$ cat config.mk
export PLATFORM = sky130hd
export DESIGN_NAME = http_response_header_parser
export DESIGN_NICKNAME = d
export VERILOG_FILES = /design/src/hrhp_pkg.sv /design/src/hrhp_in_stage.sv /design/src/hrhp_parse_core.sv /design/src/hrhp_out_stage.sv /design/src/http_response_header_parser.sv
export SDC_FILE = /design/constraint.sdc
export NUM_CORES = 1
export LEC_CHECK = 0
export BUFFER_PORTS_ARGS = -buffer_cell sky130_fd_sc_hd__buf_2
export CORE_AREA = 2 2 159 161
export CTS_CLUSTER_DIAMETER = 30
export DETAILED_ROUTE_END_ITERATION = 10
export DIE_AREA = 0 0 161 163
export PLACE_DENSITY = 0.57
export REMOVE_ABC_BUFFERS = 1
export SLEW_MARGIN = 25
export SYNTH_ARGS = -nofsm -noshare
export SYNTH_HDL_FRONTEND = slang
export SYNTH_SLANG_ARGS = --single-unit
$ cat constraint.sdc
create_clock -name clk -period 7.45 [get_ports clk]
set_clock_uncertainty 0.05 [all_clocks]
set_input_delay 0.745 -clock clk [delete_from_list [all_inputs] [get_ports clk]]
set_output_delay 0.745 -clock clk [all_outputs]
set_load 0.05 [all_outputs]
$ cat src/hrhp_pkg.sv
// shared types and constants for the http response header parser
package hrhp_pkg;

	// ascii characters the parser looks for
	localparam logic [7:0] CHAR_CR    = 8'h0D;
	localparam logic [7:0] CHAR_LF    = 8'h0A;
	localparam logic [7:0] CHAR_SPACE = 8'h20;
	localparam logic [7:0] CHAR_ZERO  = 8'h30;
	localparam logic [7:0] CHAR_NINE  = 8'h39;

	// field name searched for, in byte order
	localparam int PATTERN_LEN = 16;
	localparam logic [7:0] LENGTH_PATTERN [PATTERN_LEN] = '{
		8'h43, 8'h6F, 8'h6E, 8'h74, 8'h65, 8'h6E, 8'h74, 8'h2D,
		8'h4C, 8'h65, 8'h6E, 8'h67, 8'h74, 8'h68, 8'h3A, 8'h20
	};

	// match index values: whole field name matched, and digit run has hit a non-digit
	localparam logic [4:0] MATCH_FULL  = 5'd16;
	localparam logic [4:0] CONV_ENDED  = 5'd17;

	// largest status value three digits can give
	localparam logic [9:0] STATUS_MAX = 10'd999;

	// header terminator progress
	typedef enum logic [2:0] {
		TERM_NONE    = 3'd0,
		TERM_CR      = 3'd1,
		TERM_CRLF    = 3'd2,
		TERM_CRLFCR  = 3'd3,
		TERM_LF      = 3'd4
	} term_state_t;

	// status code collection
	typedef enum logic [2:0] {
		STAT_WAIT_SPACE = 3'd0,
		STAT_DIGIT1     = 3'd1,
		STAT_DIGIT2     = 3'd2,
		STAT_DIGIT3     = 3'd3,
		STAT_DONE       = 3'd4
	} status_state_t;

	// one input beat held in the input register
	typedef struct packed {
		logic [7:0] rx_byte;
		logic       last_byte;
	} beat_t;

	// one result, body_offset in the lowest bits
	typedef struct packed {
		logic        length_found;
		logic [31:0] content_length;
		logic [9:0]  status_code;
		logic        header_complete;
		logic [11:0] body_offset;
	} result_t;

endpackage

$ cat src/hrhp_in_stage.sv
// input register stage for received bytes
module hrhp_in_stage (
	input  logic           clk,
	input  logic           arst_n,
	input  logic           s_tvalid,
	output logic           s_tready,
	input  logic [7:0]     s_tdata,   // rx_byte
	input  logic           s_tlast,   // last_byte
	input  logic           advance,
	output logic           valid_s1,
	output hrhp_pkg::beat_t beat_s1
);

	// take a new beat when empty or when the held one moves on
	assign s_tready = !valid_s1 || advance;

	// valid flag
	always_ff @(posedge clk or negedge arst_n) begin
		if (!arst_n) begin
			valid_s1 <= 1'b0;
		end else if (s_tready) begin
			valid_s1 <= s_tvalid;
		end
	end

	// payload
	always_ff @(posedge clk) begin
		if (s_tvalid && s_tready) begin
			beat_s1.rx_byte   <= s_tdata;
			beat_s1.last_byte <= s_tlast;
		end
	end

endmodule

$ cat src/hrhp_parse_core.sv
// parser state and per-byte update logic
module hrhp_parse_core #(
	parameter int BUFFER_BYTES = 2048
) (
	input  logic              clk,
	input  logic              arst_n,
	input  logic              step,
	input  hrhp_pkg::beat_t   beat,
	output hrhp_pkg::result_t result
);

	localparam int OW = $clog2(BUFFER_BYTES + 1);
	localparam int BW = $clog2(BUFFER_BYTES + 2);
	localparam logic [OW-1:0] OFFSET_LIMIT = OW'(BUFFER_BYTES);

	logic [OW-1:0]           offset_q, offset_d;
	hrhp_pkg::term_state_t   term_q, term_d;
	logic [BW-1:0]           body_q, body_d;
	logic                    hdr_done_q, hdr_done_d;
	hrhp_pkg::status_state_t stat_q, stat_d;
	logic [9:0]              stat_acc_q, stat_acc_d;
	logic [4:0]              match_q, match_d;
	logic                    collecting_q, collecting_d;
	logic [31:0]             len_acc_q, len_acc_d;
	logic                    len_done_q, len_done_d;

	logic [7:0]  c;
	logic        is_digit;
	logic [3:0]  digit;
	logic [13:0] stat_mul;
	logic [35:0] len_mul;

	assign c        = beat.rx_byte;
	assign is_digit = (c >= hrhp_pkg::CHAR_ZERO) && (c <= hrhp_pkg::CHAR_NINE);
	assign digit    = 4'(c - hrhp_pkg::CHAR_ZERO);
	assign stat_mul = {1'b0, stat_acc_q, 3'b000} + {3'b000, stat_acc_q, 1'b0}
		+ {10'd0, digit};
	assign len_mul  = {1'b0, len_acc_q, 3'b000} + {3'b000, len_acc_q, 1'b0}
		+ {32'd0, digit};

	// state registers
	always_ff @(posedge clk or negedge arst_n) begin
		if (!arst_n) begin
			offset_q     <= '0;
			term_q       <= hrhp_pkg::TERM_NONE;
			body_q       <= '0;
			hdr_done_q   <= 1'b0;
			stat_q       <= hrhp_pkg::STAT_WAIT_SPACE;
			stat_acc_q   <= '0;
			match_q      <= '0;
			collecting_q <= 1'b0;
			len_acc_q    <= '0;
			len_done_q   <= 1'b0;
		end else if (step) begin
			if (beat.last_byte) begin
				offset_q     <= '0;
				term_q       <= hrhp_pkg::TERM_NONE;
				body_q       <= '0;
				hdr_done_q   <= 1'b0;
				stat_q       <= hrhp_pkg::STAT_WAIT_SPACE;
				stat_acc_q   <= '0;
				match_q      <= '0;
				collecting_q <= 1'b0;
				len_acc_q    <= '0;
				len_done_q   <= 1'b0;
			end else begin
				offset_q     <= offset_d;
				term_q       <= term_d;
				body_q       <= body_d;
				hdr_done_q   <= hdr_done_d;
				stat_q       <= stat_d;
				stat_acc_q   <= stat_acc_d;
				match_q      <= match_d;
				collecting_q <= collecting_d;
				len_acc_q    <= len_acc_d;
				len_done_q   <= len_done_d;
			end
		end
	end

	// next state for one byte
	always_comb begin
		offset_d     = (offset_q < OFFSET_LIMIT) ? offset_q + 1'b1 : offset_q;
		term_d       = term_q;
		body_d       = body_q;
		hdr_done_d   = hdr_done_q;
		stat_d       = stat_q;
		stat_acc_d   = stat_acc_q;
		match_d      = match_q;
		collecting_d = collecting_q;
		len_acc_d    = len_acc_q;
		len_done_d   = len_done_q;

		// header terminator, first one wins
		if (!hdr_done_q) begin
			if (c == hrhp_pkg::CHAR_LF) begin
				if (term_q == hrhp_pkg::TERM_CRLF || term_q == hrhp_pkg::TERM_CRLFCR
						|| term_q == hrhp_pkg::TERM_LF) begin
					hdr_done_d = 1'b1;
					body_d     = BW'(offset_q) + 1'b1;
					term_d     = hrhp_pkg::TERM_NONE;
				end else if (term_q == hrhp_pkg::TERM_CR) begin
					term_d = hrhp_pkg::TERM_CRLF;
				end else begin
					term_d = hrhp_pkg::TERM_LF;
				end
			end else if (c == hrhp_pkg::CHAR_CR) begin
				term_d = (term_q == hrhp_pkg::TERM_CRLF) ? hrhp_pkg::TERM_CRLFCR
					: hrhp_pkg::TERM_CR;
			end else begin
				term_d = hrhp_pkg::TERM_NONE;
			end
		end

		// status code digits after the first space
		case (stat_q)
			hrhp_pkg::STAT_WAIT_SPACE: begin
				if (c == hrhp_pkg::CHAR_SPACE) stat_d = hrhp_pkg::STAT_DIGIT1;
			end
			hrhp_pkg::STAT_DIGIT1, hrhp_pkg::STAT_DIGIT2, hrhp_pkg::STAT_DIGIT3: begin
				if (is_digit) begin
					stat_acc_d = stat_mul[9:0];
					case (stat_q)
						hrhp_pkg::STAT_DIGIT1: stat_d = hrhp_pkg::STAT_DIGIT2;
						hrhp_pkg::STAT_DIGIT2: stat_d = hrhp_pkg::STAT_DIGIT3;
						default:               stat_d = hrhp_pkg::STAT_DONE;
					endcase
				end else begin
					stat_d = hrhp_pkg::STAT_DONE;
				end
			end
			default: begin
				stat_d = stat_q;
			end
		endcase

		// content length field match and digit run
		if (collecting_q) begin
			if (c == hrhp_pkg::CHAR_CR || c == hrhp_pkg::CHAR_LF) begin
				collecting_d = 1'b0;
			end else if (match_q != hrhp_pkg::CONV_ENDED) begin
				if (is_digit) begin
					len_acc_d = (len_mul[35:32] != 4'd0) ? '1 : len_mul[31:0];
				end else begin
					match_d = hrhp_pkg::CONV_ENDED;
				end
			end
		end else if (!len_done_q) begin
			if (match_q < hrhp_pkg::MATCH_FULL
					&& c == hrhp_pkg::LENGTH_PATTERN[match_q[3:0]]) begin
				match_d = match_q + 1'b1;
				if (match_d == hrhp_pkg::MATCH_FULL) begin
					len_done_d   = 1'b1;
					collecting_d = 1'b1;
				end
			end else begin
				match_d = (c == hrhp_pkg::LENGTH_PATTERN[0]) ? 5'd1 : 5'd0;
			end
		end
	end

	// result formed from the state after this byte
	always_comb begin
		result.body_offset     = hdr_done_d ? 12'(body_d) : 12'd0;
		result.header_complete = hdr_done_d;
		result.status_code     = (stat_d == hrhp_pkg::STAT_DONE) ? stat_acc_d : 10'd0;
		result.content_length  = len_done_d ? len_acc_d : 32'd0;
		result.length_found    = len_done_d;
	end

	// checks
	a_status_range: assert property (@(posedge clk) disable iff (!arst_n)
		stat_acc_q <= hrhp_pkg::STATUS_MAX)
		else $error("status accumulator beyond three digits");
	a_collect_done: assert property (@(posedge clk) disable iff (!arst_n)
		collecting_q |-> len_done_q)
		else $error("collecting length without a field match");
	a_term_idle: assert property (@(posedge clk) disable iff (!arst_n)
		hdr_done_q |-> term_q == hrhp_pkg::TERM_NONE)
		else $error("terminator tracking active after header end");
	a_clear_on_last: assert property (@(posedge clk) disable iff (!arst_n)
		(step && beat.last_byte) |=> (offset_q == '0 && !hdr_done_q && !len_done_q))
		else $error("state not cleared after last byte");

endmodule

$ cat src/hrhp_out_stage.sv
// result register towards the master side
module hrhp_out_stage (
	input  logic              clk,
	input  logic              arst_n,
	input  logic              load,
	input  hrhp_pkg::result_t result,
	output logic              free,
	output logic              m_tvalid,
	input  logic              m_tready,
	output logic [55:0]       m_tdata
);

	logic              valid_q;
	hrhp_pkg::result_t res_q;

	// room for a new result when empty or being taken this cycle
	assign free     = !valid_q || m_tready;
	assign m_tvalid = valid_q;
	assign m_tdata  = res_q;

	// valid flag
	always_ff @(posedge clk or negedge arst_n) begin
		if (!arst_n) begin
			valid_q <= 1'b0;
		end else if (load) begin
			valid_q <= 1'b1;
		end else if (m_tready) begin
			valid_q <= 1'b0;
		end
	end

	// payload
	always_ff @(posedge clk) begin
		if (load) begin
			res_q <= result;
		end
	end

endmodule

$ cat src/http_response_header_parser.sv
// http response header parser: one byte per beat, one result beat per buffer
// result path: a last byte's result is formed from the input register and registered in the result register
// throughput: one byte per cycle; set by the single-byte state update between
// the input register and the result register; a last byte waits only while
// the result register is full and not being read
// reset: arst_n clears all parser state and both valid flags at once
module http_response_header_parser #(
	parameter int BUFFER_BYTES = 2048
) (
	input  logic        clk,
	input  logic        arst_n,
	input  logic        s_tvalid,
	output logic        s_tready,
	input  logic [7:0]  s_tdata,   // rx_byte
	input  logic        s_tlast,   // last_byte
	output logic        m_tvalid,
	input  logic        m_tready,
	output logic [55:0] m_tdata    // body_offset, header_complete, status_code,
	                               // content_length, length_found
);

	logic              valid_s1;
	hrhp_pkg::beat_t   beat_s1;
	hrhp_pkg::result_t result;
	logic              out_free;
	logic              advance;

	// a held byte moves on unless it is a last byte facing a full result register
	assign advance = valid_s1 && (!beat_s1.last_byte || out_free);

	hrhp_in_stage u_in (
		.clk      (clk),
		.arst_n   (arst_n),
		.s_tvalid (s_tvalid),
		.s_tready (s_tready),
		.s_tdata  (s_tdata),
		.s_tlast  (s_tlast),
		.advance  (advance),
		.valid_s1 (valid_s1),
		.beat_s1  (beat_s1)
	);

	hrhp_parse_core #(
		.BUFFER_BYTES (BUFFER_BYTES)
	) u_core (
		.clk    (clk),
		.arst_n (arst_n),
		.step   (advance),
		.beat   (beat_s1),
		.result (result)
	);

	hrhp_out_stage u_out (
		.clk      (clk),
		.arst_n   (arst_n),
		.load     (advance && beat_s1.last_byte),
		.result   (result),
		.free     (out_free),
		.m_tvalid (m_tvalid),
		.m_tready (m_tready),
		.m_tdata  (m_tdata)
	);

endmodule
* Word-level counts from Yosys, hierarchy flattened
Memories as Yosys holds them, arrays and structs flattened. Cells that the tools add are included.
Word-level totals: bits in registers 147, memory bits (read-only) 128, output and inout port bits 58, word-level logic and storage cells 127, memories kept 1
Cells by class: add/subtract/negate cells 7, order comparisons 5, equality and inequality tests 20, muxes and demuxes 52, bitwise operators 1, reductions and logical operators 22
Memories:
- (no name shown) | words 16, width 8, rd ports 1, clocked after Yosys merged registers in 0, write ports 0, line hrhp_parse_core.sv:150 | && c == hrhp_pkg::LENGTH_PATTERN[match_q[3:0]]) begin
Operators with widths (count):
- 32-bit two-way mux | 6
- 12-bit two-way mux | 6
- 35-bit by 33-bit adder with 36-bit output | 1
- 36-bit by 4-bit adder with 36-bit output | 1
- 5-bit two-way mux | 7
- 10-bit two-way mux | 3
- 3-bit two-way mux | 9
- 8-bit by 4-bit equality test with 1-bit output (second input constant) | 2
- 1-bit two-way mux | 16
- 8-bit two-way mux | 2
- 12-bit by 1-bit adder with 12-bit output (second input constant) | 1
- 3-bit by 2-bit equality test with 1-bit output (second input constant) | 4
- 12-bit < comparator (second input constant) | 1
- 3-bit one-hot mux with 2 select lines | 2
- 10-bit adder | 1
- 10-bit by 4-bit adder with 10-bit output | 1
- 3-bit inequality test (second input constant) | 3
- 8-bit by 6-bit equality test with 1-bit output (second input constant) | 1
- 8-bit by 7-bit equality test with 1-bit output (second input constant) | 1
- 8-bit equality test | 1
- 8-bit by 6-bit greater-or-equal comparator with 1-bit output (second input constant) | 1
- 8-bit by 6-bit less-or-equal comparator with 1-bit output (second input constant) | 1
- 3-bit by 1-bit equality test with 1-bit output (second input constant) | 2
- 3-bit equality test (second input constant) | 2
- other kinds (19) | 32

* Logic depth before layout (Yosys ltp)
depth in word-level cells 10, depth in mapped cells 15, depth with buffers taken out 13

* By module
From an unflattened synthesis, not the netlist that was laid out.
Second synthesis, totals: cells, all modules 969, area, all modules 9541.7 µm²
Modules (own cells, without submodules):
- hrhp_parse_core | instances 1, cells an instance 894, area each 7469.7 µm², seq. area each 2001.9 µm²
- hrhp_out_stage | instances 1, cells an instance 59, area each 1729.2 µm², seq. area each 1706.6 µm²
- hrhp_in_stage | instances 1, cells an instance 13, area each 324.1 µm², seq. area each 295.3 µm²
- http_response_header_parser | instances 1, cells an instance 3, area each 18.8 µm², seq. area each 0.0 µm²

* Least setup slack after synthesis
No wires, ideal clock.
path kind register to register, start point register u_in.beat_s1[4] (netlist name), end point register u_out.res_q, in the netlist u_out.m_tdata[45], data pin, setup time 0.258 ns, arrival time 3.717 ns, required time 7.142 ns, setup slack 3.425 ns, stages on the path, launching flop included 14, period minus slack after synthesis 4.025 ns, cells stage by stage edfxtp_1 > fa_1 > inv_1 > fa_1 > nand2b_1 > a21oi_2 > o211ai_1 > a21oi_2 > a41oi_1 > mux2_1 > or4_1 > buf_6 > buf_6 > o221a_2
On the way: word-level cells in the longest chain between the ends 8, elaborated cells between the ends (all ways) 19, classes of those cells add/sub (2); order compare (2); eq/ne (3); mux (8); reduce/logical (4)
Ends and longest elaborated chain:
- 4-bit by 1-bit subtractor with 4-bit output | line hrhp_parse_core.sv:35 | assign digit = 4'(c - hrhp_pkg::CHAR_ZERO);
- 36-bit by 4-bit adder with 36-bit output | line hrhp_parse_core.sv:39 | + {32'd0, digit};
- 4-bit nonzero test | line hrhp_parse_core.sv:143 | len_acc_d = (len_mul[35:32] != 4'd0) ? '1 : len_mul[31:0];
- 32-bit two-way mux | line hrhp_parse_core.sv:143
- 32-bit two-way mux | line hrhp_parse_core.sv:142 | if (is_digit) begin
- 32-bit two-way mux | line hrhp_parse_core.sv:141 | end else if (match_q != hrhp_pkg::CONV_ENDED) begin
- 32-bit two-way mux | line hrhp_parse_core.sv:139 | if (c == hrhp_pkg::CHAR_CR || c == hrhp_pkg::CHAR_LF) begin
- 32-bit two-way mux | line hrhp_parse_core.sv:138 | if (collecting_q) begin
- end signal: assignment | line hrhp_out_stage.sv:35 | res_q <= result;
- end: declaration | line hrhp_out_stage.sv:14 | hrhp_pkg::result_t res_q;
Parallel ways exist; a longest one is shown, timed or not. A chain may end at the register's enable or synchronous reset.

* Worst setup path in the final report
start point register u_in.beat_s1[4] (netlist name), end point register u_out.res_q, in the netlist u_out.m_tdata[39], data pin
On the way: word-level cells in the longest chain between the ends 8, elaborated cells between the ends (all ways) 19, classes of those cells add/sub (2); order compare (2); eq/ne (3); mux (8); reduce/logical (4)
Ends and longest elaborated chain (line):
- 4-bit by 1-bit subtractor with 4-bit output | hrhp_parse_core.sv:35
- 36-bit by 4-bit adder with 36-bit output | hrhp_parse_core.sv:39
- 4-bit nonzero test | hrhp_parse_core.sv:143
- 32-bit two-way mux | hrhp_parse_core.sv:143
- 32-bit two-way mux | hrhp_parse_core.sv:142
- 32-bit two-way mux | hrhp_parse_core.sv:141
- 32-bit two-way mux | hrhp_parse_core.sv:139
- 32-bit two-way mux | hrhp_parse_core.sv:138
Parallel ways exist; a longest one is shown, timed or not.

==> impl_metrics.tcl <==
set metrics [dict create \
    drc 0 \
    cp.arrival_ps 5170 \
    worst_setup_path_start_kind "flip-flop" \
    ys.flop_type "dfrtp_1" \
    cts_buffer_depth 2 \
    required_ps 7580 \
    power_w 0.00194 \
    critPathSlowestCell "or4_2" \
    fillers 2423 \
    antenna_found_initial 0 \
    max_slew.worst_pin.slew_ps 822 \
    stdcell_area_um2 10800 \
    avgSynthCellArea_um2 9.97 \
    max-slew-margin-rel 0.452 \
    synth_area_leaders "dfrtp_1, edfxtp_1, ha_1, o21ai_0, nand2_1" \
    p_leak_nw 4.85 \
    grt_start_max_net_pins 55 \
    drt_iter0_markers 394 \
    start_util 0.390 \
    nets 1112 \
    status "complete, no violations" \
    wl_um 23300 \
    cts_max_level 4 \
    place_area_um2 10200 \
    hp-class "in -> async" \
    grtUsageTotal 0.184 \
    ys_warn_count 0 \
    core_area_um2 24700 \
    setup_viol 0 \
    gp_congestion 0.858 \
    antenna_cells 0 \
    post-cts-setup-buffers 0 \
    synthTopCellsByCount "nand2_1, o21ai_0, ha_1" \
    synth.top_cell.area_share 0.213 \
    cp-end-kind "flip-flop" \
    synth-async-reset-ratio 0.558 \
    synth-seq-cells 147 \
    finalHoldViolations 0 \
    critPathMaxStageDelay_ps 930 \
    io_pins 71 \
    die_y_um 163 \
    cts_sinks 147 \
    power.density_nw_per_um2 179 \
    slew_viol_final 0 \
    syn_to_final_growth_pct 12.2 \
    cts_tree "built" \
    fin_crit_sh 0.677 \
    viasPerCell 5.49 \
    dp.cells 1322 \
    drive_gt1_frac 0.183 \
    synth-edff-count 65 \
    syn-instance-count 966 \
    netlist-cell-type-count 76 \
    cp_top_family "compound AO/OA/AOI/OAI gates" \
    vias 7433 \
    cts_root_buf "clkbuf_16" \
    critPathBufInv 2 \
    num_rows 58 \
    clkLatencyLatePin_ps 430 \
    mappedNetlistArea_um2 9630 \
    instances_no_fill 1354 \
    grt_pass1_wl_um 38500 \
    postCtsResizedCells 0 \
    rsz0062_at_grt "false" \
    dp_hpwl_um 16000 \
    crit_fanout 42 \
    ir_worst_vdd_v 0.000139 \
    yosys.area.top_type "dfrtp_1" \
    dieArea_um2 26200 \
    ant_nets 0 \
    hold_buffers 0 \
    ys_seq_area_frac 0.416 \
    grt_pass1_vias 7244 \
    setup-tns-final_ps 0 \
    first_pass_iters 5 \
    clk_pin_slew_ps 60 \
    cts_made_buffers 17 \
    cp_cell_sequence "fa_1 > inv_1 > fa_1 > nand2b_1 > a21oi_2 > o211ai_1 > a21oi_2 > a41oi_1 > mux2_1 > or4_2 > buf_4 > o221a_2" \
    cap_violations 0 \
    wl_per_cell_um 17.2 \
    path_class "reg -> reg" \
    synth.most_common_cell "nand2_1" \
    port_buffers 70 \
    grt_remaining_overflow 0 \
    fmax_ghz 0.198 \
    min_period_ps 5040 \
    die_x_um 161 \
]
layer usage:
layer | vias up | part of all wire | global-route usage
met5 | - | 0 | 0
met4 | 0 | 0.015 | 0.0515
met3 | 22 | 0.030 | 0.0300
met2 | 117 | 0.48 | 0.306
met1 | 3603 | 0.48 | 0.248
li1 | 3691 | - | -
sequential cells by signal (all words and copies together) (netlist names):
register / flops
u_core.match_q: 5
u_core.len_acc_q: 32
u_out.m_tvalid: 1
u_core.len_done_q: 1
u_core.term_q: 3
u_core.stat_q: 3
u_in.valid_s1: 1
u_in.beat_s1: 9
u_out.m_tdata: 56
u_core.hdr_done_q: 1
u_core.stat_acc_q: 10
u_core.collecting_q: 1
u_core.body_q: 12
u_core.offset_q: 12
report_power, final:
part	switching (W)	internal [W]	leakage [nW]
Combinational	0.000132	0.0000286	2.78
Sequential	0.0000176	0.000874	1.79
Clock	0.000350	0.000537	0.279
Total	0.000499	0.00144	4.85
placed cells by master, fill, tap and decap left out, types with 18 or more instances in the layout:
| cell type | Yosys | layout |
|---|---|---|
| o21ai_0 | 101 | 101 |
| ha_1 | 84 | 84 |
| a21oi_1 | 53 | 53 |
| a211oi_2 | 30 | 30 |
| xnor2_1 | 34 | 34 |
| xor2_1 | 18 | 18 |
| buf_2 | 9 | 69 |
| nor2_1 | 72 | 72 |
| edfxtp_1 | 65 | 65 |
| dfrtp_1 | 82 | 82 |
| inv_1 | 26 | 24 |
| o221a_2 | 28 | 28 |
| nand2_1 | 117 | 116 |
stage by stage:
stage | worst slack [ps] | hold slack [ps] | utilization
4_1_cts | 2380 | 207 | 0.438
5_1_grt | 2130 | 218 | 0.438
2_1_floorplan | 2650 | 399 | -
3_3_place_gp | 2500 | 411 | 0.413
6_report | 2410 | 205 | 0.438
3_5_place_dp | 2390 | 420 | 0.414
cell type report:
| class | count | area, um^2 | share of cell area |
|---|---|---|---|
| inverters | 26 | 97.6 | 0.00903 |
| repair buffers | 78 | 413 | 0.0382 |
| well taps | 330 | 413 | 0.0382 |
| clock buffers | 20 | 447 | 0.0413 |
| clock inverters | 12 | 155 | 0.0144 |
| flip-flops and latches | 147 | 4000 | 0.370 |
| multi-input cells | 741 | 5280 | 0.488 |
kinds of logic after synthesis:
kind of cell	share of synthesized area
xor gates and xnor gates	0.0473
muxes	0.00753
adders and majority gates	0.120
DFF	0.416
AOI/OAI and AO/OA	0.233
and+or+nand+nor	0.139
buffers and inverters	0.0372
final timing paths:
kind                                  startpoint                    to  slack [ps]  cells past startpoint
worst min register to register  u_core.body_q[4]      u_core.body_q[4]         430                      2
worst max-delay path             u_in.beat_s1[4]     u_out.m_tdata[39]        2410                     12
min in group clk                u_core.body_q[4]      u_core.body_q[4]         430                      2
max in group asynchronous                 arst_n  u_core.len_acc_q[24]        6060                      2
worst min-delay path                      arst_n  u_core.stat_acc_q[6]         210                      1
worst max register to register   u_in.beat_s1[4]     u_out.m_tdata[39]        2410                     12
(Power assumes the default switching activity.)
